<file path="config.mk">
export PLATFORM = sky130hd
export DESIGN_NAME = bcc_fifo
export DESIGN_NICKNAME = d
export VERILOG_FILES = /design/src/rtl/core/bcc_fifo.sv
export SDC_FILE = /design/constraint.sdc
export NUM_CORES = 1
export LEC_CHECK = 0
export ABC_AREA = 1
export ABC_CLOCK_PERIOD_IN_PS = 4200
export BUFFER_PORTS_ARGS = -buffer_cell sky130_fd_sc_hd__buf_2
export CAP_MARGIN = 5
export CORE_MARGIN = 10
export CORE_UTILIZATION = 35
export CTS_CLUSTER_DIAMETER = 60
export CTS_CLUSTER_SIZE = 20
export DETAILED_ROUTE_END_ITERATION = 8
export GPL_TIMING_DRIVEN = 0
export HOLD_SLACK_MARGIN = 0.12
export PLACE_DENSITY = 0.66
export SYNTH_ARGS = -nofsm -noshare
export SYNTH_HDL_FRONTEND = slang
export SYNTH_SLANG_ARGS = --single-unit
</file>
<file path="constraint.sdc">
create_clock -name clk -period 4.2 [get_ports clk]
set_input_delay 0.84 -clock clk [delete_from_list [all_inputs] [get_ports clk]]
set_output_delay 0.84 -clock clk [all_outputs]
set_load 0.005 [all_outputs]
</file>
<file path="src/rtl/core/bcc_fifo.sv">
// Small register queue used between the pipeline halves and at the result side.
// Depends on nothing; a push is taken while full if a pop happens in the same cycle.
`timescale 1ns / 1ps

module bcc_fifo #(
	parameter int WIDTH = 8,
	parameter int DEPTH = 2
) (
	input  logic             clk,
	input  logic             arst_n,
	input  logic             push,
	input  logic [WIDTH-1:0] wdata,
	output logic             can_push,
	input  logic             pop,
	output logic [WIDTH-1:0] rdata,
	output logic             empty
);

	localparam int PtrW = (DEPTH > 1) ? $clog2(DEPTH) : 1;
	localparam int CntW = $clog2(DEPTH + 1);

	logic [WIDTH-1:0] mem_q [DEPTH];
	logic [PtrW-1:0]  wr_ptr_q, rd_ptr_q;
	logic [CntW-1:0]  count_q;
	logic             do_push, do_pop;

	assign empty    = (count_q == '0);
	assign do_pop   = pop && !empty;
	assign can_push = (count_q < CntW'(DEPTH)) || do_pop;
	assign do_push  = push && can_push;
	assign rdata    = mem_q[rd_ptr_q];

	always_ff @(posedge clk) begin
		if (do_push) begin
			mem_q[wr_ptr_q] <= wdata;
		end
	end

	always_ff @(posedge clk or negedge arst_n) begin
		if (!arst_n) begin
			wr_ptr_q <= '0;
			rd_ptr_q <= '0;
			count_q  <= '0;
		end else begin
			if (do_push) begin
				wr_ptr_q <= (wr_ptr_q == PtrW'(DEPTH - 1)) ? '0 : wr_ptr_q + 1'b1;
			end
			if (do_pop) begin
				rd_ptr_q <= (rd_ptr_q == PtrW'(DEPTH - 1)) ? '0 : rd_ptr_q + 1'b1;
			end
			if (do_push && !do_pop) begin
				count_q <= count_q + 1'b1;
			end else if (do_pop && !do_push) begin
				count_q <= count_q - 1'b1;
			end
		end
	end

endmodule

</file>
==> qor.yml, run 1 <==
status:
  outcome: "complete, no violations"
yosys:
  syn-num-nets: 80
  synth_warnings: 0
  synth_edf_count: 16
  ys_types: 14
  async_flop_share: 0.2000
  synth.most_common_cell: "nand2_1"
  ys_top_cells_by_area: "edfxtp_1 (60%), nand2_1 (13%), dfrtp_1 (12%)"
  ys_ff_latch: 20
  synth_top_area_share: 0.5972
  syn_area_um2: 804.5
  avgSynthCellArea_um2: 12.01
  syn_inst: 67
  ys.flop_type: "edfxtp_1"
  synth_common_cells: "nand2_1 (28), edfxtp_1 (16), inv_1 (6)"
  synth_top_area_cell: "edfxtp_1"
  seq_area_frac_synth: 0.7216
worst_setup_path:
  cp_data_required_time_ps: 3360
  worstPathMaxFanout: 3
  r2r-start: "count_q[0]"
  critPathSlowestCell: "buf_2"
  cpMostUsedCell: "buf_2"
  reg2reg_slack_ps: 2570
  critPathKind: "in -> out"
  slowest_delay_ps: 130
  path_cells: "buf_2 -> o21ai_4 -> nand2_2 -> buf_2"
  crit_arrival_ps: 1250
  start_kind: "input port"
  end_kind: "primary output"
  critPathLaunch: "pop"
cts:
  cts_tree: "done"
  hold_buffers: 0
  cts_sinks: 20
  cts_root_buffer: "clkbuf_4"
  cts.path.max_buffers: 2
  cts_inserted_buffers: 3
  htree_levels: 1
  clkTransAtPathRegs_ps: 100
  cts_setup_buffers: 0
  ctsResizeCount: 0
  insertion_delay_ps: 290
die:
  io_pins: 22
  die_w_um: 67.95
  die_area_um2: 4617
  rows: 17
  initial_core_util: 0.3672
  die_y_um: 67.95
  core_um2: 2191
timing:
  finClkSkew_ps: 10.77
  finalHoldViolCount: 0
  finalCritPeriodShare: 0.4976
  period_needed_ps: 2090
  tightestPinTransition_ps: 728.2
  rsz0062_at_grt: "no"
  maxSlewHeadroom: 0.5127
  drv_slew: 0
  fin_setup_tns_ps: 0
  whs_ps: 329.1
  fmax_ghz: 0.4785
  final-setup-viol-count: 0
placement:
  gp_congestion: 0.6613
  numPortBuffers: 21
  place_hpwl_um: 1076
routing:
  drc_errors: 0
  wl_per_cell_um: 11.57
  num_vias: 500
  ant_nets: 0
  totalWireLength_um: 1388
  drt_iter0_markers: 23
  via_per_inst: 4.167
  drtPass1Iterations: 3
flow_run:
  drv_cap: 0
cells_and_area:
  syn_to_final_growth_pct: 20.68
  drive_gt1_frac: 0.3152
  n_antenna_cell: 0
  nets: 106
power_and_ir_drop:
  ir_drop_v: 0.0002911
  leakagePower_nw: 0.4515
  p_per_area_nw_per_um2: 625.2
  power_mw: 0.6070
global_routing:
  grt_max_degree: 12
  met2_usage: 0.1000
  antenna_found_initial: 0
  use_met1: 0.07143
  grt_pass1_vias: 514
  overflow: 0
  track_usage: 0.06511
  grt_pass1_wl_um: 2214
  grt_use_met3: 0.03263
  grt_busiest_layer: "met2"
hold_path:
  hold_class: "in -> async"
==> cells by family after synthesis <==
logic type / after synthesis / share of synthesized area
AO/OA/AOI/OAI: 1 / 0.02022
XOR/XNOR: 3 / 0.03267
adder cells (fa/ha/maj): 1 / 0.01555
buffers and inverters: 8 / 0.03887
flip-flops: 20 / 0.7216
AND/OR/NAND/NOR: 34 / 0.1711
==> layer usage <==
metal	vias up	wire length, um
met5	-	0
met4	0	31
met3	4	177
met2	17	620
met1	214	558
li1	265	-
==> placed cells by master, fill, tap and decap left out, drive strengths merged <==
master / netlist / layout
o21ai: 1 / 1
dfrtp: 4 / 4
ha: 1 / 1
inv: 7 / 7
clkbuf: 0 / 4
buf: 1 / 22
edfxtp: 16 / 16
nand3: 1 / 1
xnor2: 1 / 1
nand2: 30 / 30
nand3b: 1 / 1
nor2: 2 / 2
xor2: 2 / 2
==> sequential cells by signal (all words and copies together), names as in the netlist <==
signal	cells
rd_ptr_q	1
mem_q	16
count_q	2
wr_ptr_q	1
==> area by class of cell <==
type                       instances  area, um^2
fill                             215        1220
sequential                        20       580.6
multi-input combinational         39       192.7
timing repair buffer              21       105.1
tap                               28       35.03
clock buffer                       4       26.28
inverter                           7       26.28
buffer                             1       5.005
==> path summary, 6_finish.rpt <==
| kind | end | cells after the start |
|---|---|---|
| max in group asynchronous | rd_ptr_q | 1 |
| max reg2reg | mem_q[1][3] | 4 |
| min reg2reg | wr_ptr_q | 2 |
| max | can_push | 4 |
| min | wr_ptr_q | 1 |
| min in group clk | wr_ptr_q | 2 |
==> report_power, final <==
part	internal, mW	total (mW)	switching [mW]
Combinational	0.0908	0.219	0.128
Clock	0.0369	0.0879	0.0510
Sequential	0.273	0.300	0.0276
Total	0.400	0.607	0.207
==> critical path: cells and delay by family <==
family	cells	cell delay [ps]
and+or+nand+nor	1	90
AOI/OAI and AO/OA	1	70
buffers and inverters	2	240
==> per-stage QoR <==
step                setup WS, ps  instance area, um^2  instances    util
floorplan                   2378                804.5         67       -
global placement            2110                944.7        116  0.4312
detailed placement          2104                944.7        116  0.4312
CTS                         2097                970.9        120  0.4432
global route                1987                970.9        120  0.4432
finish                      2110                970.9        120  0.4432
No activity file was read; power rests on OpenSTA's default activity.
==> run 2: changes to the inputs <==
--- a/config.mk
+++ b/config.mk
@@ -6,7 +6,7 @@
 export NUM_CORES = 1
 export LEC_CHECK = 0
 export ABC_AREA = 1
-export ABC_CLOCK_PERIOD_IN_PS = 4200
+export ABC_CLOCK_PERIOD_IN_PS = 1850
 export BUFFER_PORTS_ARGS = -buffer_cell sky130_fd_sc_hd__buf_2
 export CAP_MARGIN = 5
 export CORE_MARGIN = 10
@@ -16,7 +16,7 @@
 export DETAILED_ROUTE_END_ITERATION = 8
 export GPL_TIMING_DRIVEN = 0
 export HOLD_SLACK_MARGIN = 0.12
-export PLACE_DENSITY = 0.66
+export PLACE_DENSITY = 0.68
 export SYNTH_ARGS = -nofsm -noshare
 export SYNTH_HDL_FRONTEND = slang
 export SYNTH_SLANG_ARGS = --single-unit
==> constraint.sdc (replaced) <==
create_clock -name clk -period 1.85 [get_ports clk]
set_input_delay 0.37 -clock clk [delete_from_list [all_inputs] [get_ports clk]]
set_output_delay 0.37 -clock clk [all_outputs]
set_load 0.005 [all_outputs]
==> qor.yml, run 2 (synthesis results as in run 1) <==
cts:
  cts_inserted_buffers: 3  # unchanged
  insertion_delay_ps: 280  # about the same
  cts_tree: "done"
  cts_setup_buffers: 0  # unchanged
  ctsResizeCount: 0  # unchanged
  clkTransAtPathRegs_ps: 110  # about the same
  cts.path.max_buffers: 2  # unchanged
  htree_levels: 1  # unchanged
  cts_root_buffer: "clkbuf_4"
  cts_sinks: 20  # unchanged
  hold_buffers: 1  # +1
placement:
  gp_congestion: 0.6935  # +4.9%
  numPortBuffers: 21  # unchanged
  dpl-instance-area_um2: 944.7  # unchanged
  dp_cells: 116  # unchanged
  place_hpwl_um: 1069  # -0.59%
cells_and_area:
  nets: 107  # +0.94%
  largest_reg_flops: 16  # unchanged
  drive_gt1_frac: 0.3118  # -0.003389
  layout_common_cells: "nand2_1 (28), buf_2 (22), edfxtp_1 (16)"
  top_register: "mem_q"
  n_antenna_cell: 0  # unchanged
  fin_cells: 121  # +0.83%
  syn_to_final_growth_pct: 21.93
  reg.largest.list: "mem_q x16, count_q x2"
  final_common_cell: "nand2_1"
  seq_area_um2: 580.6  # unchanged
  multi_input_area_um2: 192.7  # unchanged
  final_area_um2: 980.9  # +1.0%
  fillers: 213  # -0.93%
hold_path:
  holdPathStages: 1
  hold_end: "mem_q[1][7]"
  min_from: "wdata[7]"
  hold_class: "in -> reg"
die:
  io_pins: 22  # unchanged
  core_um2: 2191  # unchanged
  die_w_um: 67.95  # unchanged
  die_y_um: 67.95  # unchanged
  die_area_um2: 4617  # unchanged
  rows: 17  # unchanged
  initial_core_util: 0.3672  # unchanged
routing:
  drtPass1Iterations: 4  # +1
  totalWireLength_um: 1411  # +1.7%
  drc_errors: 0  # unchanged
  ant_nets: 0  # unchanged
  wl_per_cell_um: 11.66  # +0.82%
  num_vias: 501  # +0.20%
  via_per_inst: 4.140  # -0.63%
  drt_iter0_markers: 31  # +35%
worst_setup_path:
  worstPathMaxFanout: 4  # +1
  reg2reg_slack_ps: 240  # -2330 ps
  end_kind: "register"
  critPathKind: "reg -> reg"
  crit_arrival_ps: 1780  # +530 ps
  r2r-start: "count_q[1]"
  cp_data_required_time_ps: 2020  # -1340 ps
  r2r_end: "count_q[1]"
  rr_worst_depth: 7  # +3
  start_kind: "register"
timing:
  drv_slew: 0  # unchanged
  fmax_ghz: 0.6216
  whs_ps: 266.8  # -62.36 ps
  final-setup-viol-count: 0  # unchanged
  tightestPinTransition_ps: 667.1  # -61.20 ps
  finalHoldViolCount: 0  # unchanged
  period_needed_ps: 1609
  fin_setup_tns_ps: 0  # unchanged
  finalCritPeriodShare: 0.8696
  maxSlewHeadroom: 0.5537  # +0.04095
  rsz0062_at_grt: "no"
  finClkSkew_ps: 7.240  # -3.533 ps
global_routing:
  grt_pass1_vias: 538  # +4.7%
  antenna_found_initial: 0  # unchanged
  track_usage: 0.06175  # -0.003360
  grt_pass1_wl_um: 2187  # -1.2%
  grt_max_degree: 12  # unchanged
  overflow: 0  # unchanged
status:
  outcome: "complete, no violations"
power_and_ir_drop:
  p_per_area_nw_per_um2: 1407  # +130%
  ir_drop_v: 0.0006116  # +110%
  power_mw: 1.380  # +130%
  leakagePower_nw: 0.4560  # +1.0%
flow_run:
  drv_cap: 0  # unchanged
## run 2: final cells by class
cell class,count,area share
sequential,20,0.5918
inverter,7,0.02679
timing repair buffer,22,0.1173
buffer,1,0.005102
clock inverter,1,0.003827
clock buffer,3,0.02296
tap,28,0.03571
multi-input combinational,39,0.1964
## run 2: worst max-delay path: stages, from the launching register on
cell	delay, ps
dfrtp_1	450
o21ai_4	210
nand2_2	90
nand2_2	80
inv_1	40
ha_1	290
nand3b_1	190
xor2_1	150
## run 2: layer usage
metal  up-vias  global-route usage  share of wire
met5         -                   0              0
met1       217             0.06847           0.46
met3         0             0.03263           0.11
li1        268                   -              -
met4         0             0.02261              0
met2        16             0.09884           0.43
## run 2: power breakdown
group | internal, mW | switching (mW) | total (mW)
Sequential | 0.619 | 0.0649 | 0.684
Clock | 0.0782 | 0.118 | 0.196
Combinational | 0.208 | 0.292 | 0.500
Total | 0.905 | 0.475 | 1.38
## run 2: how the worst max path moves through the flow
stage	to	cells past startpoint	slack (ps)	startpoint
2_1_floorplan	count_q[1]	7	340	count_q[1]
3_3_place_gp	mem_q[1][0]	5	230	pop
3_5_place_dp	mem_q[1][4]	5	220	pop
4_1_cts	mem_q[1][6]	4	200	count_q[0]
5_1_grt	mem_q[1][4]	4	90	count_q[0]
6_report	count_q[1]	7	240	count_q[1]
## run 2: stage by stage
stage / worst slack [ps] / util
3_5_place_dp: 215.8 / 0.4312
5_1_grt: 88.77 / 0.4477
2_1_floorplan: 337.2 / -
3_3_place_gp: 225.9 / 0.4312
4_1_cts: 204.6 / 0.4477
6_report: 241.2 / 0.4477
